File: src/design/rcad_pkg.sv
// Package for rc_channel_average_deadband: pulse and per-channel entry types,
// register index codes and reset constants. No dependencies.
`timescale 1ns / 1ps

package rcad_pkg;

   localparam int PULSE_W   = 12;
   localparam int CH_W      = 3;
   localparam int SLOTS     = 3;
   localparam int POS_W     = 2;
   localparam int SUM_W     = PULSE_W + 2;
   localparam int CSR_IDX_W = 2;

   typedef logic [PULSE_W-1:0] pulse_type;
   typedef logic [POS_W-1:0]   pos_type;

   // register index codes
   localparam logic [CSR_IDX_W-1:0] CSR_FAILSAFE_ENABLE    = 2'd0;
   localparam logic [CSR_IDX_W-1:0] CSR_FAILSAFE_THRESHOLD = 2'd1;

   localparam logic      FAILSAFE_ENABLE_RESET    = 1'b1;
   localparam pulse_type FAILSAFE_THRESHOLD_RESET = 12'd985;

   localparam pos_type LAST_POS = 2'd2;
   localparam int      BAND     = 3;
   localparam int      PULL_IN  = 2;
   localparam int      ROUNDING = 2;

   // one channel's state, kept as one memory word
   typedef struct packed {
      pulse_type [SLOTS-1:0] hist;
      pos_type               pos;
      pulse_type             filt;
   } entry_type;

endpackage

File: src/design/rc_channel_average_deadband.sv
// Top level of rc_channel_average_deadband: per-channel moving average with
// a hysteresis deadband and failsafe gating. Depends on rcad_pkg.
`timescale 1ns / 1ps

// Filters raw RC pulse widths per receiver channel. Each req transaction
// (channel, raw_pulse, armed) yields exactly one rsp transaction carrying the
// channel, its filtered value after the sample and whether the sample passed
// failsafe gating (enabled, armed and pulse not above threshold rejects it).
// A passing sample is averaged with the channel's three stored samples,
// rounded as (sum+2)/4; the filtered value moves only when that mean leaves
// a +/-3 band around it, then lands 2 inside the band edge. Channels at or
// above CHANNELS report 0, not accepted, and touch no state.
// Rate: one transaction per cycle unless rsp_stall holds the flow; a req
// passes the modify stage, then the rsp register. All channel state sits in
// one CHANNELS-deep memory with a registered read: the accept edge reads,
// the modify stage modifies and writes back. A same-channel write landing on
// the read edge is forwarded. Per-entry valid flops make every channel read
// as zero after reset, so no clearing pass is needed. Stalls back up through
// a two-deep buffer (the modify stage and the rsp register). The user must
// write registers through the csr port (index 0 failsafe_enable, 1
// failsafe_threshold) only while idle, unenforced; csr_ready is always high.
module rc_channel_average_deadband
   import rcad_pkg::*;
#(
   parameter int CHANNELS = 8
) (
   input  logic                 clock,
   input  logic                 reset,
   // sample transactions
   input  logic                 req_valid,
   output logic                 req_stall,
   input  logic [CH_W-1:0]      req_channel,
   input  logic [PULSE_W-1:0]   req_raw_pulse,
   input  logic                 req_armed,
   // result transactions
   output logic                 rsp_valid,
   input  logic                 rsp_stall,
   output logic [CH_W-1:0]      rsp_out_channel,
   output logic [PULSE_W-1:0]   rsp_filtered_value,
   output logic                 rsp_accepted,
   // register writes
   input  logic                 csr_valid,
   output logic                 csr_ready,
   input  logic [CSR_IDX_W-1:0] csr_index,
   input  logic [PULSE_W-1:0]   csr_wdata
);

   localparam int IDX_W = (CHANNELS > 1) ? $clog2(CHANNELS) : 1;

   // config
   logic      fs_enable_ff;
   pulse_type fs_threshold_ff;

   // channel state memory and its reset-valid bits
   entry_type            mem [CHANNELS];
   entry_type            rd_data_ff;
   logic [CHANNELS-1:0]  ent_valid_ff;

   // modify stage
   logic            s1_valid_ff, s1_valid_in;
   logic [CH_W-1:0] s1_channel_ff;
   pulse_type       s1_raw_ff;
   logic            s1_armed_ff;
   logic            s1_in_range_ff;
   logic            s1_ent_valid_ff;
   logic            s1_fwd_ff;
   entry_type       s1_fwd_data_ff;

   // rsp register
   logic            rsp_valid_ff, rsp_valid_in;
   logic [CH_W-1:0] rsp_channel_ff;
   pulse_type       rsp_value_ff;
   logic            rsp_accepted_ff;

   logic             req_accept;
   logic             s1_adv;
   logic [IDX_W-1:0] req_idx;
   logic [IDX_W-1:0] s1_idx;
   logic             req_in_range;
   logic             wr_en;
   entry_type        cur;
   entry_type        wr_data;
   pos_type          new_pos;
   logic             good;
   logic [SUM_W-1:0] sum;
   logic [SUM_W-1:0] sum_rnd;
   pulse_type        mean;
   logic [PULSE_W:0] mean_ext;
   logic [PULSE_W:0] cur_ext;
   pulse_type        out_value;

   // handshakes
   assign s1_adv       = !rsp_valid_ff || !rsp_stall;
   assign req_stall    = s1_valid_ff && !s1_adv;
   assign req_accept   = req_valid && !req_stall;
   assign csr_ready    = 1'b1;
   assign req_idx      = IDX_W'(req_channel);
   assign s1_idx       = IDX_W'(s1_channel_ff);
   assign req_in_range = int'(req_channel) < CHANNELS;

   always_comb begin
      if (req_accept) begin
         s1_valid_in = 1'b1;
      end else if (s1_adv) begin
         s1_valid_in = 1'b0;
      end else begin
         s1_valid_in = s1_valid_ff;
      end
      rsp_valid_in = s1_adv ? s1_valid_ff : rsp_valid_ff;
   end

   // modify: pick forwarded, stored or reset-zero entry
   always_comb begin
      if (s1_fwd_ff) begin
         cur = s1_fwd_data_ff;
      end else if (s1_ent_valid_ff) begin
         cur = rd_data_ff;
      end else begin
         cur = '0;
      end

      new_pos = (cur.pos >= LAST_POS) ? '0 : cur.pos + pos_type'(1);
      good    = !fs_enable_ff || (s1_raw_ff > fs_threshold_ff) || !s1_armed_ff;

      sum = SUM_W'(s1_raw_ff) + SUM_W'(cur.hist[0]) + SUM_W'(cur.hist[1])
          + SUM_W'(cur.hist[2]);
      sum_rnd  = sum + SUM_W'(ROUNDING);
      mean     = sum_rnd[SUM_W-1:2];
      mean_ext = {1'b0, mean};
      cur_ext  = {1'b0, cur.filt};

      wr_data     = cur;
      wr_data.pos = new_pos;
      if (good) begin
         // deadband: compare as mean+3 < cur so nothing goes negative
         if (mean_ext + (PULSE_W+1)'(BAND) < cur_ext) begin
            wr_data.filt = mean + pulse_type'(PULL_IN);
         end else if (mean_ext > cur_ext + (PULSE_W+1)'(BAND)) begin
            wr_data.filt = mean - pulse_type'(PULL_IN);
         end
         wr_data.hist[new_pos] = s1_raw_ff;
      end

      out_value = s1_in_range_ff ? wr_data.filt : '0;
      wr_en     = s1_valid_ff && s1_adv && s1_in_range_ff;
   end

   // config registers
   always_ff @(posedge clock) begin
      if (reset) begin
         fs_enable_ff    <= FAILSAFE_ENABLE_RESET;
         fs_threshold_ff <= FAILSAFE_THRESHOLD_RESET;
      end else if (csr_valid && csr_ready) begin
         case (csr_index)
            CSR_FAILSAFE_ENABLE:    fs_enable_ff    <= csr_wdata[0];
            CSR_FAILSAFE_THRESHOLD: fs_threshold_ff <= csr_wdata;
            default: ;
         endcase
      end
   end

   // state memory: registered read on accept, write-back from modify stage
   always_ff @(posedge clock) begin
      if (req_accept) begin
         rd_data_ff <= mem[req_idx];
      end
      if (wr_en) begin
         mem[s1_idx] <= wr_data;
      end
   end

   always_ff @(posedge clock) begin
      if (reset) begin
         ent_valid_ff <= '0;
      end else if (wr_en) begin
         ent_valid_ff[s1_idx] <= 1'b1;
      end
   end

   // control
   always_ff @(posedge clock) begin
      if (reset) begin
         s1_valid_ff  <= 1'b0;
         rsp_valid_ff <= 1'b0;
      end else begin
         s1_valid_ff  <= s1_valid_in;
         rsp_valid_ff <= rsp_valid_in;
      end
   end

   // modify-stage payload
   always_ff @(posedge clock) begin
      if (req_accept) begin
         s1_channel_ff   <= req_channel;
         s1_raw_ff       <= req_raw_pulse;
         s1_armed_ff     <= req_armed;
         s1_in_range_ff  <= req_in_range;
         s1_ent_valid_ff <= ent_valid_ff[req_idx];
         // write on this same edge is not yet visible in the read data
         s1_fwd_ff       <= wr_en && (s1_idx == req_idx);
         s1_fwd_data_ff  <= wr_data;
      end
   end

   // rsp payload
   always_ff @(posedge clock) begin
      if (s1_adv && s1_valid_ff) begin
         rsp_channel_ff  <= s1_channel_ff;
         rsp_value_ff    <= out_value;
         rsp_accepted_ff <= s1_in_range_ff && good;
      end
   end

   assign rsp_valid          = rsp_valid_ff;
   assign rsp_out_channel    = rsp_channel_ff;
   assign rsp_filtered_value = rsp_value_ff;
   assign rsp_accepted       = rsp_accepted_ff;

`ifndef SYNTH
   // a stall upstream only ever comes from an occupied modify stage
   a_stall_needs_s1: assert property (@(posedge clock) disable iff (reset)
      req_stall |-> s1_valid_ff)
      else $error("req_stall with empty modify stage");

   // write-back only when the modify stage hands its result on
   a_write_moves: assert property (@(posedge clock) disable iff (reset)
      wr_en |=> rsp_valid_ff)
      else $error("state written without a result");

   // out-of-range channels report zero and never accepted
   a_out_of_range: assert property (@(posedge clock) disable iff (reset)
      (rsp_valid_ff && (int'(rsp_channel_ff) >= CHANNELS))
         |-> (!rsp_accepted_ff && (rsp_value_ff == '0)))
      else $error("out-of-range channel result not zero");

   // forwarding must be flagged whenever a same-channel write lands on the accept edge
   a_fwd_source: assert property (@(posedge clock) disable iff (reset)
      (req_accept && wr_en && (s1_idx == req_idx)) |=> s1_fwd_ff)
      else $error("missed same-channel forwarding");
`endif

endmodule
File: config.mk
export PLATFORM = sky130hd
export DESIGN_NAME = rc_channel_average_deadband
export DESIGN_NICKNAME = d
export VERILOG_FILES = /design/src/design/rcad_pkg.sv /design/src/design/rc_channel_average_deadband.sv
export SDC_FILE = /design/constraint.sdc
export NUM_CORES = 1
export LEC_CHECK = 0
export BUFFER_PORTS_ARGS = -buffer_cell sky130_fd_sc_hd__buf_2
export CAP_MARGIN = 20
export CORE_MARGIN = 8
export CORE_UTILIZATION = 35
export DETAILED_ROUTE_END_ITERATION = 7
export GPL_ROUTABILITY_DRIVEN = 0
export PLACE_DENSITY = 0.56
export SYNTH_ARGS = -nofsm -noshare
export SYNTH_HDL_FRONTEND = slang
export SYNTH_SLANG_ARGS = --single-unit
File: constraint.sdc
create_clock -name clock -period 15.9 [get_ports clock]
set_input_delay 1.59 -clock clock [delete_from_list [all_inputs] [get_ports clock]]
set_output_delay 1.59 -clock clock [all_outputs]
set_load 0.05 [all_outputs]
After elaboration in Yosys (flattened, before gate mapping). Memory sizes are Yosys's and may differ from the RTL's. A register that Yosys moved wholly into a read port is not among the register bits. Cells that the tools add are included.

Output and inout bits: 19. Memories kept: 1. Flip-flop bits (word level): 107. Input port bits: 35. Bits in writable memories: 400. Logic and storage cells: 77.

$add $sub $neg: 9. Magnitude comparators: 9. Bitwise gates (word level): 1. Muxes and demuxes: 18. Equal/unequal tests: 2. Reduce and logical (&&, ||, !) cells: 19.

Memories: mem (depth 8, width 50, rd ports 1, clocked after Yosys merged registers in 1, write ports 1, RTL line rc_channel_average_deadband.sv:55) `entry_type mem [CHANNELS];`.

Operator list (number): 2-to-1 mux 50 bit (2); 2-to-1 mux 12 bit (4); bitwise mux 36 bit (1); 2-to-1 mux 36 bit (1); adder 12 x 2 -> 13 bit, second input constant (2); demux 12 bit (select 2 bit) (1); adder 13 x 12 -> 14 bit (1); adder 14 x 12 -> 14 bit (1); adder 14 x 2 -> 14 bit, second input constant (1); adder 12 x 12 -> 13 bit (1); > comparator 12 x 13 -> 1 bit (1); < comparator 13 x 12 -> 1 bit (1); adder 12 x 2 -> 12 bit, second input constant (1); > comparator 12 bit (1); subtractor 12 x 2 -> 12 bit, second input constant (1); < comparator 3 x 4 -> 1 bit, second input constant (2); OR 8 bit (1); logical AND 1 bit (6); logical NOT 1 bit (6); 2-to-1 mux 1 bit (6); AND reduction 2 bit (2); binary-select mux 1 bit (select 3 bit) (1); demux 1 bit (select 3 bit) (1); == test 3 bit (1); other kinds (10) (12).

Longest topological paths before layout. Gate-level depths: netlist of run 1.

Depth in word-level cells: 10. Gate-level depth with buffers: 29. Gate-level depth less buffers: 26.

Worst setup path after synthesis of run 1. OpenSTA, ideal clock, no wires.

Kind: input-to-reg. Start: in rsp_stall. End: reg rd_data_ff[0] (netlist name). Arrival time: 7.199 ns. Library setup time: 0.608 ns. Stages on the path: 2. Path buffers: 0. Path slack: 8.094 ns. Required time: 15.292 ns. Path through: and3_1 -> nor2b_1.

Word-level cells in the longest chain between the ends: 6.

Ends and longest elaborated chain: from (decl) (RTL line rc_channel_average_deadband.sv:37) `input logic rsp_stall,`; logical NOT 1 bit (RTL line rc_channel_average_deadband.sv:93) `assign s1_adv = !rsp_valid_ff || !rsp_stall;`; logical OR 1 bit (RTL line rc_channel_average_deadband.sv:93); logical NOT 1 bit (RTL line rc_channel_average_deadband.sv:94) `assign req_stall = s1_valid_ff && !s1_adv;`; logical AND 1 bit (RTL line rc_channel_average_deadband.sv:94); logical NOT 1 bit (RTL line rc_channel_average_deadband.sv:95) `assign req_accept = req_valid && !req_stall;`; logical AND 1 bit (RTL line rc_channel_average_deadband.sv:95); named net req_accept (RTL line rc_channel_average_deadband.sv:75) `logic req_accept;`.

The timed path passes the listed nets, and every way through them passes these cells. A chain may end at the register's enable or synchronous reset.

==> results of run 1 <==
cell type report:
class,count,area (sq um)
well taps,882,1104
clock buffers,74,1550
flip-flops and latches,557,16500
inverters,68,256.5
clock inverters,27,256.5
multi-input cells,703,7231
repair buffers,72,426.7
fillers,6254,41150
cell usage in the layout, fill, tap and decap left out, types with 4 or more instances in the layout:
cell / n
clkinv_2: 13
o21ai_0: 19
clkbuf_8: 6
xor2_1: 10
nand4_1: 6
buf_4: 18
and2_1: 9
nand2_1: 44
a22oi_1: 23
edfxtp_1: 534
nor2b_1: 7
nor3_2: 4
nand3b_1: 4
fa_1: 23
xnor2_1: 20
mux4_2: 102
ha_1: 54
a211oi_1: 8
inv_1: 65
clkbuf_16: 57
nor2_4: 6
nand3_1: 15
mux2_2: 75
o22ai_1: 5
clkinv_1: 8
clkbuf_1: 11
dfxtp_1: 23
bufinv_16: 5
nor3_1: 17
o21a_1: 7
a211o_1: 10
nor4_1: 7
a21o_1: 11
nand2b_1: 7
a21oi_1: 39
nor2_1: 67
buf_2: 52
a22o_1: 27
worst min path at each step:
stage	start	to	slack [ns]	cells after the start
finish	fs_threshold_ff[11]	fs_threshold_ff[11]	0.46	2
global route	fs_threshold_ff[1]	fs_threshold_ff[1]	0.48	2
CTS	fs_threshold_ff[11]	fs_threshold_ff[11]	0.46	2
detailed placement	fs_threshold_ff[11]	fs_threshold_ff[11]	0.46	2
global placement	ent_valid_ff[6]	ent_valid_ff[6]	0.44	2
floorplan	ent_valid_ff[2]	ent_valid_ff[2]	0.43	2
cell families after synthesis:
| kind of cell | after synthesis | synth area share, % |
|---|---|---|
| compound gates | 194 | 6.036 |
| simple gates | 220 | 4.611 |
| flops | 557 | 68.31 |
| fa+ha+maj | 77 | 4.705 |
| buf+inv | 122 | 2.010 |
| xor+xnor | 31 | 1.155 |
| other cells | 1 | 0.01553 |
| mux | 180 | 13.16 |
where the power goes:
group / switching (mW) / internal [mW] / leakage, nW
Clock: 0.541 / 0.762 / 0.893
Sequential: 0.0322 / 1.88 / 5.15
Combinational: 0.764 / 0.382 / 3.23
Total: 1.34 / 3.02 / 9.27
registers in the layout, indices dropped and copies added, names as in the netlist:
register / count
rsp_valid: 1
s1_raw_ff: 12
rsp_out_channel: 3
s1_fwd_data_ff: 50
s1_valid_ff: 1
ent_valid_ff: 8
s1_fwd_ff: 1
fs_threshold_ff: 12
s1_ent_valid_ff: 1
fs_enable_ff: 1
rd_data_ff: 50
s1_channel_ff: 3
rsp_filtered_value: 12
rsp_accepted: 1
mem: 400
s1_armed_ff: 1
routing by layer:
metal  wire [um]  part of all wire [%]  up-vias  GRT usage (%)
met1       23760                    44     6581          18.05
met3        2056                   3.8       75          1.720
met5           0                     0        -              0
met4        1092                   2.0        0          3.930
li1            -                     -     5658              -
met2       27350                    50      278          24.34
worst max-delay path, stage by stage, from the launching register on:
cell	delay, ns
edfxtp_1	0.32
buf_4	0.32
and2b_2	0.62
a22o_1	0.39
fa_1	0.51
inv_1	0.05
fa_1	0.52
inv_1	0.04
ha_1	0.35
a21o_1	0.21
and2_1	0.17
a221o_2	0.34
nor3_2	0.64
and4_4	0.40
xnor2_1	0.13
ha_1	0.26
a211o_1	0.32
o2111ai_1	0.19
a21oi_1	0.07
o311a_1	0.35
o22a_1	0.26
nor2_2	0.31
o21ai_2	0.20
a211oi_1	0.92
metrics by stage:
stage | utilization [%] | cell area (sq um) | instances
2_1_floorplan | - | 24150 | 1382
3_3_place_gp | 37.22 | 25480 | 2279
3_5_place_dp | 37.22 | 25480 | 2279
4_1_cts | 39.86 | 27290 | 2380
5_1_grt | 39.90 | 27320 | 2383
6_report | 39.90 | 27320 | 2383
==> impl_metrics.toml, run 1 <==
[run_status]
status = "complete, no violations"

[synthesis]
syn_nets = 1494
postSynth.topFlopCell = "edfxtp_1"
async_flop_share_pct = 0
synthCells = 1382
synth.top_cells.by_count = "534 x edfxtp_1, 102 x mux4_2, 75 x mux2_2"
synth_area_leaders = "edfxtp_1 66%, mux4_2 9.5%, mux2_2 3.5%"
syn_avg_cell_area_sq_um = 17.47
synthDistinctLibCells = 86
synth.yosys.seq_area_share_pct = 68.31
yosys.area.top_type = "edfxtp_1"
synth-warning-count = 0
synth-edff-count = 534
netlist_area_sq_um = 24150
ys_ff_latch = 557
synth_top_area_share_pct = 66.40
yosysMostFrequentCell = "edfxtp_1"

[floorplan]
die-area_sq_um = 77660
core_area_sq_um = 68470
fp-row-count = 96
start_util_pct = 35.27
die_x_um = 278.7
io_pins = 54
fp.dieH_um = 278.7

[worst_setup_path]
worstSetupPathType = "flip-flop to flip-flop"
endpoint = "mem[2][10]"
critPathLaunch = "s1_fwd_ff"
r2r_end = "mem[2][10]"
worst_ep_required_time_ns = 16.15
startpoint_type = "flip-flop"
critical_path_peak_fanout = 47
r2r_start = "s1_fwd_ff"
worstSetupEndpointType = "flip-flop"
reg2reg_depth = 23
r2r_slack_ns = 7.63
critPathArrivalTime_ns = 8.52

[cells_and_area]
areaGrowthSynthToFinish_pct = 13.13
nNetsFinal = 1570
n_antenna_cell = 0
drive_above_1_share_pct = 24.92

[global_route]
grt_pass1_wl_um = 82870
overflow = 0
track_usage_pct = 13.88
grt_pass1_vias = 13250
grt_max_degree = 71
antenna_found_initial = 0

[sta]
fin_crit_sh_pct = 52.00
final-setup-viol-count = 0
hold_viol = 0
skew_ns = 0.01673
rsz0062_at_grt = "no"
timing.hold.ws_ns = 0.4606
tightest_slew_ns = 1.053
fin_crit_ns = 8.268
final_max_slew_viol_count = 0
slew_headroom_pct = 29.78
timing.fmax_mhz = 121.0
fin_ws_ns = 7.632
tns_ns = 0

[clock_tree]
hold_buffers = 0
cts-root-buf = "clkbuf_16"
path_clk_slew_ns = 0.06
numCtsBuffers = 56
cts_setup_buffers = 0
cts.sinks = 557
htree_levels = 2
cts_tree = "yes"
cts_resized = 0
ctsLongestPathBuffers = 3
worstSkewPairLatency_ns = 0.60

[place]
dpl_worst_slack_ns = 7.646
dpl.hpwl_um = 31610
port_buffers = 52

[route]
viasPerCell = 5.284
route.detailed.drc = 0
ant_nets = 0
post_drt_wl_per_cell_um = 22.77
vias = 12590
drt_first_pass_iters = 5
drt_wl_total_um = 54250
first_iter_violations = 912

[job]
cap_violations = 0

[power_and_ir_drop]
leakagePower_nw = 9.270
power_density_nw_per_um2 = 159.7
ir_worst_vdd_uv = 165.9
finalPower_mw = 4.362

[worst_hold_path]
holdCritPathClass = "flip-flop to flip-flop"
Power figures use the tool's default switching activity.
==> inputs of run 2 (changes only) <==
ABC_AREA = 1   (was unset)
PLACE_DENSITY = 0.57   (was 0.56)
clock period = 7.5 ns   (was 15.9 ns; I/O delays follow)
==> run 2 against run 1 <==
Net effect: design area up 2.7%; register-to-register slack worse by 6.8 ns; non-clock buffer count up 5; worst hold slack worse by 0.14 ns; fmax up 25%; clock power up 140%; synthesized area up 2.2%; critical endpoint is now mem[1][0]; worst setup slack worse by 6.8 ns; clock skew up 0.0076 ns; routed wire length up 15%; critical path depth up 7; count of clock-buffer cells in the layout down 3.
==> impl_metrics.toml, run 2 <==
[synthesis]
synthCells = 2153
synth-adder-area-share_pct = 4.604
synth.top_cells.by_count = "534 x edfxtp_1, 448 x nor2_1, 250 x o21ai_0"
async_flop_share_pct = 0
synth_area_leaders = "edfxtp_1 65%, nor2_1 6.8%, o21ai_0 5.1%"
yosysMostFrequentCell = "edfxtp_1"
synth_top_area_share_pct = 64.98
yosys.area.top_type = "edfxtp_1"
synth.yosys.seq_area_share_pct = 66.85
synth_compound_area_share_pct = 10.75
netlist_area_sq_um = 24680
synthDistinctLibCells = 43
synth_top_family_by_area = "simple AND/OR/NAND/NOR gates"
ys_ff_latch = 557
muxShareOfSynthArea_pct = 0
syn_avg_cell_area_sq_um = 11.46
synth_xor_area_share_pct = 0.9583
postSynth.topFlopCell = "edfxtp_1"
yosys.area_share.simple_pct = 12.77
synth-warning-count = 0
synth-edff-count = 534
syn_nets = 2265

[sta]
fin_crit_sh_pct = 88.32
final-setup-viol-count = 0
final_max_slew_viol_count = 0
timing.fmax_mhz = 151.0
tns_ns = 0
hold_viol = 0
slew_headroom_pct = 25.08
fin_crit_ns = 6.624
timing.hold.ws_ns = 0.3174
skew_ns = 0.02431
rsz0062_at_grt = "no"
fin_ws_ns = 0.8758
tightest_slew_ns = 1.124

[route]
viasPerCell = 5.135
ant_nets = 0
drt_wl_total_um = 62500
vias = 16310
drt_first_pass_iters = 7
route.detailed.drc = 0
post_drt_wl_per_cell_um = 19.68
first_iter_violations = 1266

[worst_setup_path]
cp_num_cells = 30
cp_slowest_cell = "buf_4"
worstSetupEndpointType = "flip-flop"
critical_path_peak_fanout = 30
critPathArrivalTime_ns = 6.83
cp_top_family = "adder cells"
reg2reg_depth = 30
worstSetupPathType = "flip-flop to flip-flop"
startpoint_type = "flip-flop"
worst_ep_required_time_ns = 7.71
crit_buf_inv = 7
crit_top_cell = "nand2_1"
cpPeakStageDelay_ns = 0.49

[worst_hold_path]
holdCritPathClass = "input pin to flip-flop"
hold_path_depth = 1

[clock_tree]
cts_tree = "yes"
cts.sinks = 557
hold_buffers = 0
cts_resized = 0
numCtsBuffers = 57
worstSkewPairLatency_ns = 0.61
ctsLongestPathBuffers = 3
cts_setup_buffers = 0
htree_levels = 2
cts-root-buf = "clkbuf_16"
path_clk_slew_ns = 0.06

[floorplan]
fp.dieH_um = 281.5
fp-row-count = 97
die-area_sq_um = 79260
start_util_pct = 35.30
core_area_sq_um = 69910
io_pins = 54
die_x_um = 281.5

[run_status]
status = "complete, no violations"

[global_route]
grt_max_degree = 137
antenna_found_initial = 1
overflow = 0
grt_pass1_vias = 15980
track_usage_pct = 15.45
grt_pass1_wl_um = 95050

[job]
cap_violations = 0

[cells_and_area]
areaGrowthSynthToFinish_pct = 13.71
post-route-util_pct = 40.14
fillers = 6649
final_cells = 3176
largest_reg_flops = 400
n_antenna_cell = 0
nNetsFinal = 2300
final_common_cell = "edfxtp_1"
drive_above_1_share_pct = 10.02
largest-register = "mem"
layout_common_cells = "534 x edfxtp_1, 442 x nor2_1, 250 x o21ai_0, 213 x nand2_1, 145 x inv_1"
design_area_sq_um = 28060
reg.largest.list = "mem x400, rd_data_ff x50, s1_fwd_data_ff x50"

[place]
dpl.hpwl_um = 36620
port_buffers = 52
dpl_worst_slack_ns = 0.9255
dp.cells = 3067
placed_area_sq_um = 25960

[power_and_ir_drop]
finalPower_mw = 10.18
power_density_nw_per_um2 = 362.8
ir_worst_vdd_uv = 178.5
leakagePower_nw = 10.24
-- run 2: cell count changes after synthesis, sizes merged, moves of 14 or more --
cell    previous run  this run
nand3             15        62
nor2              75       455
xor2              11        25
a31oi              3        51
o21ai             21       254
nor3              21         7
mux4             102         0
inv               67       155
clkbuf            22        82
mux2              76         0
o22ai              5        51
xnor2             20         2
nand2             44       233
-- run 2: power breakdown --
group,switching [mW],total (mW),internal (mW)
sequential,0.0661,4.10,4.03
clock,1.17,3.09,1.92
combinational,2.16,2.99,0.829
-- run 2: worst register-to-register path, delay by kind of cell (launching register included) --
kind,cells,cell delay [ns]
adder cells (fa/ha/maj),5,1.69
AO/OA/AOI/OAI,7,1.66
buffers and inverters,7,1.24
AND/OR/NAND/NOR,10,1.05
flip-flops,1,0.42
XOR/XNOR,1,0.17
-- run 2: cells by family (layout without fill, tap and decap cells) --
| kind of cell | Yosys count | after routing |
|---|---|---|
| AND/OR/NAND/NOR | 771 | 771 |
| AO/OA/AOI/OAI | 464 | 464 |
| buffers and inverters | 256 | 339 |
| adder cells (fa/ha/maj) | 77 | 77 |
| flip-flops | 557 | 557 |
| XOR/XNOR | 27 | 27 |
| other | 1 | 1 |
-- run 2: area by class of cell --
class	count	area [sq um]	area share, %
clock buffers	71	1560	5.561
multi-input cells	1340	7237	25.79
clock inverters	36	526.8	1.877
repair buffers	77	471.7	1.681
flip-flops and latches	557	16500	58.79
well taps	940	1176	4.192
inverters	155	591.8	2.109
-- run 2: final timing paths --
path / from / to / slack, ns
hold reg to reg: ent_valid_ff[2] / ent_valid_ff[2] / 0.47
hold / removal: req_raw_pulse[8] / s1_raw_ff[8] / 0.32
setup reg to reg: s1_fwd_ff / mem[1][0] / 0.88
setup / recovery: s1_fwd_ff / mem[1][0] / 0.88
-- run 2: per-layer routing --
| layer | vias to the layer above | track usage (%) | share of wire (%) |
|---|---|---|---|
| met4 | 2 | 4.107 | 2.2 |
| met2 | 498 | 26.03 | 47 |
| met3 | 100 | 2.829 | 6.2 |
| li1 | 7662 | - | - |
| met1 | 8046 | 20.43 | 44 |
| met5 | - | 0 | 0.019 |
